<file path="src/ipv4p_pkg.sv">
package ipv4p_pkg;

   // Parser phase codes
   localparam logic [1:0] PH_START = 2'd0;
   localparam logic [1:0] PH_ZERO  = 2'd1;
   localparam logic [1:0] PH_NUM   = 2'd2;
   localparam logic [1:0] PH_DRAIN = 2'd3;

   // Number base codes; the spare code acts as decimal
   localparam logic [1:0] BASE_DEC = 2'd0;
   localparam logic [1:0] BASE_OCT = 2'd1;
   localparam logic [1:0] BASE_HEX = 2'd2;

   localparam logic [31:0] TAIL24_MAX = 32'h00ff_ffff;
   localparam logic [31:0] TAIL16_MAX = 32'h0000_ffff;
   localparam logic [31:0] TAIL8_MAX  = 32'h0000_00ff;

   typedef struct packed {
      logic       is_dec;
      logic       is_hex_letter;
      logic       is_dot;
      logic       is_x;
      logic       is_nul;
      logic       is_ws;
      logic [3:0] digit;
   } char_class_type;

   typedef struct packed {
      logic        fire;
      logic [31:0] address_value;
      logic        parse_ok;
   } parse_result_type;

endpackage

</file>
<file path="src/ipv4p_char_class.sv">
module ipv4p_char_class (
   input  logic [7:0]               char_byte,
   output ipv4p_pkg::char_class_type cls
);
   import ipv4p_pkg::*;

   logic lower_af;
   logic upper_af;

   assign lower_af = (char_byte >= 8'h61) && (char_byte <= 8'h66);
   assign upper_af = (char_byte >= 8'h41) && (char_byte <= 8'h46);

   always_comb begin
      cls.is_dec        = (char_byte >= 8'h30) && (char_byte <= 8'h39);
      cls.is_hex_letter = lower_af || upper_af;
      cls.is_dot        = (char_byte == 8'h2e);
      cls.is_x          = (char_byte == 8'h78) || (char_byte == 8'h58);
      cls.is_nul        = (char_byte == 8'h00);
      // space, or tab through carriage return
      cls.is_ws         = (char_byte == 8'h20) ||
                          ((char_byte >= 8'h09) && (char_byte <= 8'h0d));
      // letters a-f / A-F have low nibble 1..6, value 10..15
      cls.digit         = cls.is_dec ? char_byte[3:0] : (char_byte[3:0] + 4'd9);
   end

endmodule

</file>
<file path="src/ipv4p_parse_core.sv">
module ipv4p_parse_core (
   input  logic                        clock,
   input  logic                        reset,
   input  logic                        step_en,
   input  ipv4p_pkg::char_class_type   cls,
   output ipv4p_pkg::parse_result_type res
);
   import ipv4p_pkg::*;

   logic [1:0]  phase_ff, phase_in;
   logic [1:0]  base_ff, base_in;
   logic [31:0] value_ff, value_in;
   logic [31:0] part_ff [3];
   logic [31:0] part_in [3];
   logic [1:0]  count_ff, count_in;

   logic        num_mode;
   logic [1:0]  eff_base;
   logic        end_req;
   logic        candidate;
   logic [31:0] scaled;
   logic        ok;
   logic [31:0] packed_value;

   // running value times the radix, as shifts and, for decimal, one add
   always_comb begin
      unique case (eff_base)
         BASE_OCT: scaled = {value_ff[28:0], 3'b000};
         BASE_HEX: scaled = {value_ff[27:0], 4'b0000};
         default:  scaled = {value_ff[28:0], 3'b000} + {value_ff[30:0], 1'b0};
      endcase
   end

   // fit check and packing of the stored parts over the tail
   always_comb begin
      ok           = candidate && (cls.is_nul || cls.is_ws);
      packed_value = value_ff;
      unique case (count_ff)
         2'd0: ;
         2'd1: begin
            if (value_ff > TAIL24_MAX) ok = 1'b0;
            packed_value = value_ff | {part_ff[0][7:0], 24'd0};
         end
         2'd2: begin
            if (value_ff > TAIL16_MAX) ok = 1'b0;
            packed_value = value_ff | {part_ff[0][7:0], 24'd0} | {part_ff[1][15:0], 16'd0};
         end
         default: begin
            if (value_ff > TAIL8_MAX) ok = 1'b0;
            packed_value = value_ff | {part_ff[0][7:0], 24'd0} |
                           {part_ff[1][15:0], 16'd0} | {part_ff[2][23:0], 8'd0};
         end
      endcase
   end

   always_comb begin
      phase_in   = phase_ff;
      base_in    = base_ff;
      value_in   = value_ff;
      part_in    = part_ff;
      count_in   = count_ff;
      num_mode   = 1'b0;
      eff_base   = base_ff;
      end_req    = 1'b0;
      candidate  = 1'b0;

      unique case (phase_ff)
         PH_DRAIN: begin
            if (cls.is_nul) phase_in = PH_START;
         end
         PH_ZERO: begin
            phase_in = PH_NUM;
            if (cls.is_x) begin
               base_in = BASE_HEX;
            end else begin
               base_in  = BASE_OCT;
               eff_base = BASE_OCT;
               num_mode = 1'b1;
            end
         end
         PH_NUM: begin
            num_mode = 1'b1;
         end
         default: begin
            if (!cls.is_dec) begin
               end_req = 1'b1;
            end else begin
               base_in  = BASE_DEC;
               value_in = {28'd0, cls.digit};
               phase_in = (cls.digit == 4'd0) ? PH_ZERO : PH_NUM;
            end
         end
      endcase

      if (num_mode) begin
         priority if (cls.is_dec) begin
            value_in = scaled + {28'd0, cls.digit};
         end else if (eff_base == BASE_HEX && cls.is_hex_letter) begin
            value_in = {value_ff[27:0], cls.digit};
         end else if (cls.is_dot) begin
            if (count_ff == 2'd3) begin
               end_req = 1'b1;
            end else begin
               part_in[count_ff] = value_ff;
               count_in          = count_ff + 2'd1;
               value_in          = 32'd0;
               base_in           = BASE_DEC;
               phase_in          = PH_START;
            end
         end else begin
            end_req   = 1'b1;
            candidate = 1'b1;
         end
      end

      // end of parse: clear everything, drain unless the string ended
      if (end_req) begin
         base_in  = BASE_DEC;
         value_in = 32'd0;
         part_in  = '{32'd0, 32'd0, 32'd0};
         count_in = 2'd0;
         phase_in = cls.is_nul ? PH_START : PH_DRAIN;
      end

      res.fire          = end_req;
      res.parse_ok      = ok;
      res.address_value = ok ? packed_value : 32'd0;
   end

   always_ff @(posedge clock) begin
      if (reset) begin
         phase_ff <= PH_START;
         base_ff  <= BASE_DEC;
         value_ff <= 32'd0;
         part_ff  <= '{32'd0, 32'd0, 32'd0};
         count_ff <= 2'd0;
      end else if (step_en) begin
         phase_ff <= phase_in;
         base_ff  <= base_in;
         value_ff <= value_in;
         part_ff  <= part_in;
         count_ff <= count_in;
      end
   end

endmodule

</file>
<file path="src/ipv4_text_address_parser_top.sv">
// Channel | Direction | Handshake            | Payload
// req     | in        | req_valid/req_stall  | req_char_byte[7:0]
// rsp     | out       | rsp_valid/rsp_stall  | rsp_address_value[31:0], rsp_parse_ok
//
// One character per cycle while req_stall is low: a character is captured in
// the input register, then classified and applied to the parser state, and a
// finished address lands in the result register at the same edge.
// Synchronous reset returns the parser to the start of a number.
// A full result register with rsp_stall high stalls input only when the
// pending character would end a parse; other characters keep flowing.
module ipv4_text_address_parser_top (
   input  logic        clock,
   input  logic        reset,
   input  logic        req_valid,
   output logic        req_stall,
   input  logic [7:0]  req_char_byte,
   output logic        rsp_valid,
   input  logic        rsp_stall,
   output logic [31:0] rsp_address_value,
   output logic        rsp_parse_ok
);
   import ipv4p_pkg::*;

   logic             in_valid_ff;
   logic [7:0]       in_byte_ff;
   logic             out_valid_ff, out_valid_in;
   logic [31:0]      out_value_ff;
   logic             out_ok_ff;
   char_class_type   cls;
   parse_result_type res;
   logic             advance;

   ipv4p_char_class u_class (
      .char_byte (in_byte_ff),
      .cls       (cls)
   );

   ipv4p_parse_core u_core (
      .clock   (clock),
      .reset   (reset),
      .step_en (advance),
      .cls     (cls),
      .res     (res)
   );

   // Advance the held character unless it ends a parse and the result slot is busy
   assign advance   = in_valid_ff && (!res.fire || !out_valid_ff || !rsp_stall);
   assign req_stall = in_valid_ff && !advance;

   // Input register: load a new transaction whenever the held one moves on
   always_ff @(posedge clock) begin
      if (reset) begin
         in_valid_ff <= 1'b0;
      end else if (!req_stall) begin
         in_valid_ff <= req_valid;
      end
   end

   always_ff @(posedge clock) begin
      if (!req_stall) begin
         in_byte_ff <= req_char_byte;
      end
   end

   // Result register: fill on a finished parse, drop once taken
   always_comb begin
      if (advance && res.fire) begin
         out_valid_in = 1'b1;
      end else if (!rsp_stall) begin
         out_valid_in = 1'b0;
      end else begin
         out_valid_in = out_valid_ff;
      end
   end

   always_ff @(posedge clock) begin
      if (reset) begin
         out_valid_ff <= 1'b0;
      end else begin
         out_valid_ff <= out_valid_in;
      end
   end

   always_ff @(posedge clock) begin
      if (advance && res.fire) begin
         out_value_ff <= res.address_value;
         out_ok_ff    <= res.parse_ok;
      end
   end

   assign rsp_valid         = out_valid_ff;
   assign rsp_address_value = out_value_ff;
   assign rsp_parse_ok      = out_ok_ff;

endmodule
</file>
<file path="config.mk">
export PLATFORM = sky130hd
export DESIGN_NAME = ipv4_text_address_parser_top
export DESIGN_NICKNAME = d
export VERILOG_FILES = /design/src/ipv4p_pkg.sv /design/src/ipv4p_char_class.sv /design/src/ipv4p_parse_core.sv /design/src/ipv4_text_address_parser_top.sv
export SDC_FILE = /design/constraint.sdc
export NUM_CORES = 1
export LEC_CHECK = 0
export ABC_AREA = 1
export BUFFER_PORTS_ARGS = -buffer_cell sky130_fd_sc_hd__buf_2
export CORE_MARGIN = 8
export CORE_UTILIZATION = 40
export CTS_CLUSTER_SIZE = 14
export DETAILED_ROUTE_END_ITERATION = 16
export GPL_TIMING_DRIVEN = 0
export PLACE_DENSITY_LB_ADDON = 0.15
export SLEW_MARGIN = 20
export SYNTH_ARGS = -nofsm -noshare
export SYNTH_HDL_FRONTEND = slang
export SYNTH_SLANG_ARGS = --single-unit
</file>
<file path="constraint.sdc">
create_clock -name clock -period 4.3 [get_ports clock]
set_input_delay 0.43 -clock clock [delete_from_list [all_inputs] [get_ports clock]]
set_output_delay 0.43 -clock clock [all_outputs]
set_load 0.01 [all_outputs]
</file>
# == Word-level counts from Yosys, hierarchy flattened ==
# Index checks and enable logic that the tools add are counted.
# W data, S select, Z words.
# totals
regBits,177
latchBits,0
mem_bits_rw,0
mem_bits_ro,0
inputBits,12
out_inout_bits,35
elab_cells,144
mem_count,0
# classes
addsub,4
multipliers,0
div_mod_pow,0
magnitude_cmp,13
n_eq_ne,16
shifts,0
muxes,67
bitwise_logic,4
reduce_logical,28
# op_table
cell,n
$mux W96,6
$mux W32,9
$bwmux W96,1
$or A32 B32 Y32,3
$pmux W32 S3,1
$demux W32 S2,1
$pmux W32 S2,1
$mux W2,26
$add A32 B32 Y32,1
$add A32 B4 Y32,1
$gt A32 B16 Y1 const B,1
$gt A32 B24 Y1 const B,1
$gt A32 B8 Y1 const B,1
$mux W1,17
$eq A8 B6 Y1 const B,2
$eq A8 B7 Y1 const B,2
$ge A8 B7 Y1 const B,2
$le A8 B7 Y1 const B,2
$eq A2 B2 Y1 const B,5
$logic_and A1 B1 Y1,10
$ge A8 B4 Y1 const B,1
$ge A8 B6 Y1 const B,1
$le A8 B4 Y1 const B,1
$le A8 B6 Y1 const B,1
other kinds (22),35

# == Logic depth before layout (Yosys ltp) ==
# Gate-level depths: netlist of run 1.
# logic_depth
ltp_word,15
depth_mapped,38
ltp_nobuf,35

# == Hierarchy ==
# Synthesis of run 1 repeated with hierarchy kept, for this count alone.
# hier_totals
cells_unflattened,1627
hier_area_um2,10293.6
# modules_own_cells
module,instances,cells_each,area_each_um2
ipv4p_parse_core,1,1503,8569.5
ipv4_text_address_parser_top,1,59,1347.5
ipv4p_char_class,1,65,376.6

# == Least setup slack after synthesis of run 1 ==
# No wires, ideal clock.
# synth_timing
kind,register to register
start,register in_byte_ff[0]
end,register u_core.value_ff[29]
arrival_ps,4576
required_time_ps,4168
slack_ps,-408
stages_incl_launch_ff,39
path_buffers,3
path_cell_list,edfxtp_1 > inv_1 > ha_1 > inv_1 > nor2_2 > inv_2 > nor3_2 > nand3_1 > nand2_2 > inv_1 > nor2_1 > inv_1 > ha_1 > buf_2 > clkbuf_1 > buf_1 > nand2_1 > inv_1 > [... 3 more ...] > nand2_1 > nand3_1 > nor2_1 > nand3_1 > nor2_2 > nand3_1 > nor2_2 > nand3_1 > nor2_2 > nand2_2 > nor2_2 > nand2_1 > nand2_1 > nand3_1 > nand2_1 > nand2_1 > nand2_1 > a21oi_1
# synth_between
elab_chain_cells,13
# synth_lines
element,line_no,text
from (decl),ipv4_text_address_parser_top.sv:25,logic [7:0] in_byte_ff;
from (signal assigned),ipv4_text_address_parser_top.sv:61,in_byte_ff <= req_char_byte;
"parallel branches: the longest is 13 deep, another holds $add A32 B4 Y32",n/a,
to (signal assigned),ipv4p_parse_core.sv:140,value_ff <= value_in;
to (decl),ipv4p_parse_core.sv:12,"logic [31:0] value_ff, value_in;"
# Several ways; the timed one is not identified.
# A chain may end at the register's enable or synchronous reset.

# == Final worst setup path of run 1 ==
# layout_timing
start,register in_byte_ff[0]
end,register u_core.value_ff[31]
# The elaborated chain is that of the path after synthesis.

==> results of run 1 <==
## sequential cells by signal, indices dropped and copies added, names as in the netlist
name / flops
u_core.value_ff: 32
u_core.count_ff: 2
u_core.part_ff: 48
rsp_valid: 1
rsp_parse_ok: 1
in_byte_ff: 8
in_valid_ff: 1
u_core.phase_ff: 2
u_core.base_ff: 2
rsp_address_value: 32
## cell type report
| cell class | instances | area, sq um |
|---|---|---|
| sequential | 129 | 2990 |
| fill | 2557 | 12900 |
| clock inverter | 14 | 130 |
| inverter | 213 | 818 |
| clock buffer | 18 | 439 |
| tap | 330 | 413 |
| multi-input combinational | 1174 | 6280 |
| timing repair buffer | 93 | 606 |
| buffer | 56 | 317 |
## worst reg2reg max path, delay by kind of cell (launching register included)
family / cells / cell delay [ns]
AND/OR/NAND/NOR: 24 / 2.54
buffers and inverters: 7 / 0.56
adder cells (fa/ha/maj): 4 / 0.78
flip-flops: 1 / 0.43
AO/OA/AOI/OAI: 1 / 0.06
## power by group
part / internal, W / switching [W]
sequential: 0.00128 / 0.0000224
clock: 0.000784 / 0.000609
combinational: 0.000163 / 0.000345
total: 0.00223 / 0.000976
## final timing paths
path / end / cells past startpoint
worst max-delay path: u_core.value_ff[31] / 36
worst min-delay path: in_byte_ff[0] / 1
worst max register to register: u_core.value_ff[31] / 36
worst min register to register: u_core.part_ff[11] / 2
## through the flow
step | instance area (sq um) | std cells
4_1_cts | 11700 | 2016
3_3_place_gp | 10700 | 1948
3_5_place_dp | 10700 | 1948
2_1_floorplan | 10100 | 1573
6_report | 12000 | 2027
5_1_grt | 12000 | 2027
## cell families after synthesis
family | Yosys count
fa+ha+maj | 49
flops | 129
buf+inv | 271
compound gates | 298
simple gates | 819
xor+xnor | 7
## per-layer routing
metal / GRT usage / part of all wire
met5: 0 / 0
met3: 0.0508 / 0.079
met1: 0.311 / 0.46
met2: 0.358 / 0.43
met4: 0.0780 / 0.031
## placed cells by master, fill, tap and decap left out, types with 5 or more instances in the layout
| cell | synthesis | routed |
|---|---|---|
| nand2_1 | 538 | 525 |
| inv_1 | 198 | 189 |
| a21oi_1 | 160 | 153 |
| nor2_1 | 112 | 103 |
| nand3_1 | 105 | 90 |
| dfxtp_1 | 88 | 88 |
| buf_2 | 10 | 54 |
| buf_4 | 4 | 49 |
| ha_1 | 47 | 42 |
| edfxtp_1 | 41 | 41 |
| clkbuf_1 | 37 | 32 |
| o21ai_0 | 33 | 28 |
| o221ai_1 | 23 | 23 |
| clkbuf_16 | 0 | 19 |
| o22ai_1 | 17 | 17 |
| nor2_4 | 4 | 16 |
| a21oi_2 | 9 | 16 |
| inv_2 | 9 | 15 |
| nand3_2 | 2 | 14 |
| nand2_2 | 2 | 13 |
| nand4_1 | 13 | 13 |
| a22oi_1 | 10 | 10 |
| o21ai_1 | 6 | 9 |
| a221oi_1 | 9 | 9 |
| nor3_1 | 8 | 8 |
| or2_2 | 8 | 8 |
| inv_4 | 2 | 7 |
| inv_6 | 1 | 7 |
| o211ai_1 | 6 | 6 |
| xor2_1 | 5 | 5 |
| nor4_1 | 5 | 5 |
| a31oi_1 | 5 | 5 |
| buf_6 | 3 | 5 |
| nand3b_1 | 5 | 5 |
| ha_4 | 0 | 5 |
| inv_8 | 0 | 5 |
## what timing repair did
action | 4_1_cts | 5_1_grt
setup endpoints to repair | 91 | 117
hold buffers | 0 | 0
resized for setup | 40 | 48
cloned | 1 | 0
pin swaps | 31 | 37
setup buffers | 38 | 11
==> flow_summary.toml, run 1 <==
[timing]
finalSetupViolCount = 13
finalHoldViolCount = 0
finalMaxSlewViolations = 0
setup_slack_ns = -0.214
fin_skew_ns = 0.0139
rsz0062_at_grt = "true"
fin_crit_sh = 1.05
fin_tns_setup_ns = -1.99
worst_pin_slew_ns = 0.863
slew_headroom = 0.425
finalCriticalPeriod_ns = 4.51
whs_ns = 0.183
clock.fmax_ghz = 0.222

[setup_path]
path_class = "reg2reg"
cp-startpoint = "in_byte_ff[0]"
critical_path_required_ns = 4.56
path_buf_inv = 7
path_delay_family = "simple AND/OR/NAND/NOR gates"
crit_fanout = 5
slowest_stage = "edfxtp_1"
endpoint_kind = "register"
worstReg2RegStart = "in_byte_ff[0]"
crit_top_cell = "nor2_4"
startpoint_type = "register"
worst_path_largest_cell_delay_ns = 0.43
critical_path_arrival_ns = 4.77
rrSetupSlack_ns = -0.21

[synthesis]
ys_seq_area_frac = 0.299
yosys_warnings = 0
synth-edff-count = 41
yosysMostFrequentCell = "nand2_1"
synth.avg_cell_area_sq_um = 6.36
synth_mux_area_frac = 0
synth_top_family_by_area = "simple AND/OR/NAND/NOR gates"
synth-xor-area-share = 0.00613
synth.largest_area_cell = "nand2_1"
synthSimpleGateAreaFrac = 0.343
ys_ff_latch = 129
synthFlopType = "dfxtp_1"
synth-compound-area-share = 0.181
syn_area_sq_mm = 0.0100
syn-num-nets = 1634
async_flop_share = 0
synth_common_cells = "nand2_1, inv_1, a21oi_1"
synth.top_cells.by_area = "nand2_1, dfxtp_1, edfxtp_1"
ys_types = 58
synth_top_area_share = 0.202
synth_fa_ha_area_frac = 0.0628
netlist_instances = 1573

[power_and_ir_drop]
power.leakage_nw = 4.92
vdd_drop_max_v = 0.000246
total_power_w = 0.00320
p_per_area_mw_per_mm2 = 267

[finish]
area_growth_pct = 19.9
drive_gt1_frac = 0.156
fin_util = 0.482
antenna_cells = 0
fin_nets = 1745

[placed_design]
place_ws_ns = -1.10
port-buffer-count = 45
place.gp.congestion = 0.955
place_hpwl_um = 27500

[route]
wirelength_um = 35800
viasPerCell = 5.40
vias = 11000
wire_per_inst_um = 17.7
ant_nets = 0
drt_first_pass_iters = 6
drt_iter0_drc = 1051
drc = 0

[grt]
antenna_found_initial = 0
grt_max_degree = 34
grt_util_all_layers = 0.230
first_global_vias = 10400
overflow = 0
grt_pass1_wl_um = 56000

[die]
dieArea_sq_mm = 0.0303
ioPinCount = 47
coreArea_sq_mm = 0.0249
rows = 58
start_util = 0.402
die_width_um = 174
dieHeight_um = 174

[clock_network]
cts_num_sinks = 129
cts_tree = "built"
htree_levels = 4
cts_buffers = 17
cts.clk_slew.worst_paths_ns = 0.07
clock_latency_ns = 0.42
cts_buffer_depth = 2
cts_root_buffer = "clkbuf_16"

[hold_path]
holdCritStartpoint = "req_char_byte[0]"
hold_class = "in2reg"

[run_status]
violations = "negative setup slack"
status = "finished, violations left"

[flow_run]
drv_cap = 0
Note: power is estimated with default switching activity, not from simulation.
==> inputs of run 2 (changes only) <==
--- a/config.mk
+++ b/config.mk
@@ -8,7 +8,7 @@
 export ABC_AREA = 1
 export BUFFER_PORTS_ARGS = -buffer_cell sky130_fd_sc_hd__buf_2
 export CORE_MARGIN = 8
-export CORE_UTILIZATION = 40
+export CORE_UTILIZATION = 55
 export CTS_CLUSTER_SIZE = 14
 export DETAILED_ROUTE_END_ITERATION = 16
 export GPL_TIMING_DRIVEN = 0
==> constraint.sdc (replaced) <==
create_clock -name clock -period 4.01 [get_ports clock]
set_input_delay 0.401 -clock clock [delete_from_list [all_inputs] [get_ports clock]]
set_output_delay 0.401 -clock clock [all_outputs]
set_load 0.01 [all_outputs]
==> run 2 against run 1 <==
Effect of this change: the run still ends with negative setup slack left; first-iteration DRC count rose by 37%; wire length increased by 3.3%; flip-flop and latch count unchanged; register-to-register slack worse by 0.56 ns; utilization up 22 points; non-clock buffer count grew 48; clock power is 22% higher; fmax decreased by 5.7%; critical path depth down 1; die area shrank 25%; critical path type unchanged.
==> flow_summary.toml, run 2 (synthesized netlist as in run 1, its figures left out) <==
[setup_path]
worst_path_largest_cell_delay_ns = 0.45
critical_path_arrival_ns = 5.14
slowest_stage = "edfxtp_1"
rrSetupSlack_ns = -0.78
rr_worst_depth = 35
startpoint_type = "register"
critical_path_required_ns = 4.36
reg2reg_to = "u_core.base_ff[1]"
endpoint_kind = "register"
worstReg2RegStart = "in_byte_ff[1]"
crit_fanout = 2
crit_top_cell = "buf_4"
path_class = "reg2reg"

[timing]
finalSetupViolCount = 57
fin_skew_ns = 0.00764
finalHoldViolCount = 0
clock.fmax_ghz = 0.209
fin_crit_sh = 1.19
finalMaxSlewViolations = 0
whs_ns = 0.150
fin_tns_setup_ns = -11.62
finalCriticalPeriod_ns = 4.79
worst_pin_slew_ns = 0.845
setup_slack_ns = -0.777
slew_headroom = 0.437
rsz0062_at_grt = "true"

[power_and_ir_drop]
total_power_w = 0.00371
p_per_area_mw_per_mm2 = 297
power.leakage_nw = 5.18
vdd_drop_max_v = 0.000313

[finish]
final_cell_mix = "nand2_1, inv_1, a21oi_1, nor2_1, nand3_1"
drive_gt1_frac = 0.187
largest_register = "u_core.part_ff"
largest_reg_flops = 48
regArea_sq_mm = 0.00299
antenna_cells = 0
n_fill_cell = 1533
layout_commonest_cell = "nand2_1"
area_growth_pct = 24.9
fin_nets = 1793
multiInputGateArea_sq_mm = 0.00639

[route]
drt_first_pass_iters = 6
viasPerCell = 5.96
drt_iter0_drc = 1443
wirelength_um = 37000
drc = 0
wire_per_inst_um = 18.7
vias = 11800
ant_nets = 0

[clock_network]
cts.clk_slew.worst_paths_ns = 0.06
clock_latency_ns = 0.43
cts_root_buffer = "clkbuf_16"
htree_levels = 4
hold_buffers = 0
cts_buffers = 17
cts_num_sinks = 129
cts_buffer_depth = 2
cts_tree = "built"

[grt]
grt_busiest_layer = "met2"
first_global_vias = 10700
grt_util_met3 = 0.0753
grtUsageMet2 = 0.485
grt_max_degree = 34
antenna_found_initial = 0
grt_util_all_layers = 0.313
overflow = 0
grt_pass1_wl_um = 56100
gr-usage-met1 = 0.418

[die]
dieHeight_um = 151
ioPinCount = 47
rows = 49
coreArea_sq_mm = 0.0179
dieArea_sq_mm = 0.0228
die_width_um = 151
start_util = 0.559

[hold_path]
holdCritStartpoint = "req_char_byte[6]"
whs_path_depth = 1
holdPathEnd = "in_byte_ff[6]"
hold_class = "in2reg"

[flow_run]
drv_cap = 0

[run_status]
violations = "negative setup slack"
status = "finished, violations left"

[placed_design]
place.gp.congestion = 0.918
port-buffer-count = 45
place_hpwl_um = 25000
-- run 2: changes by cell type in the layout (fill, tap and decap cells not counted), moves of 3 or more --
| cell | before | now |
|---|---|---|
| clkinv_4 | 1 | 6 |
| nor2_4 | 16 | 20 |
| a21oi_1 | 153 | 141 |
| nor2_2 | 4 | 0 |
| o21ai_1 | 9 | 16 |
| a21oi_2 | 16 | 27 |
| o21ai_0 | 28 | 21 |
| nand3_2 | 14 | 9 |
| bufinv_16 | 0 | 4 |
| buf_4 | 49 | 84 |
| inv_6 | 7 | 1 |
| buf_6 | 5 | 20 |
| nand3_1 | 90 | 93 |
-- run 2: stage by stage --
stage | area (sq um) | setup WS, ns | util | instances
floorplan | 10100 | -0.331 | - | 1573
global placement | 10600 | -1.03 | 0.595 | 1847
detailed placement | 10600 | -1.07 | 0.595 | 1847
CTS | 12100 | -0.349 | 0.675 | 1957
global route | 12500 | -0.851 | 0.698 | 1974
finish | 12500 | -0.777 | 0.698 | 1974
-- run 2: critical path, delay by kind of cell (launching register included) --
| kind | cells | cell delay (ns) |
|---|---|---|
| AO/OA/AOI/OAI | 2 | 0.26 |
| adder cells (fa/ha/maj) | 1 | 0.15 |
| buffers and inverters | 28 | 3.38 |
| flip-flops | 1 | 0.45 |
| AND/OR/NAND/NOR | 4 | 0.43 |
-- run 2: routing by layer --
layer	up-vias	part of all wire	wire length, um
met5	-	0	0
met4	0	0.046	1690
met3	164	0.12	4590
met2	799	0.43	15800
met1	5306	0.40	14900
li1	5491	-	-
-- run 2: how the worst max path moves through the flow --
stage / start / end / slack, ns / cells after the start
2_1_floorplan: in_byte_ff[0] / u_core.value_ff[25] / -0.33 / 38
3_3_place_gp: in_byte_ff[0] / u_core.value_ff[29] / -1.03 / 38
3_5_place_dp: in_byte_ff[0] / u_core.value_ff[27] / -1.07 / 38
4_1_cts: in_byte_ff[0] / u_core.value_ff[27] / -0.35 / 37
5_1_grt: in_byte_ff[0] / u_core.base_ff[1] / -0.85 / 35
6_report: in_byte_ff[1] / u_core.base_ff[1] / -0.78 / 35
-- run 2: timing repair --
action	4_1_cts	5_1_grt
endpoints found under the setup margin	97	144
pin swaps	48	33
resized for setup	67	72
setup buffers	83	23
cloned	1	1
-- run 2: power breakdown --
group	switching, W	total [W]	internal (W)	leakage [nW]
Sequential	0.0000257	0.00140	0.00137	1.12
Clock	0.000637	0.00169	0.00105	0.309
Combinational	0.000410	0.000625	0.000215	3.75
-- run 2: area by class of cell --
cell class              count  share of cell area
plain buffers              57              0.0270
multi-input cells        1174               0.512
inverters                 213              0.0674
repair buffers            140              0.0805
clock buffers              17              0.0341
flip-flops and latches    129               0.240
well taps                 229              0.0229
clock inverters            15              0.0168
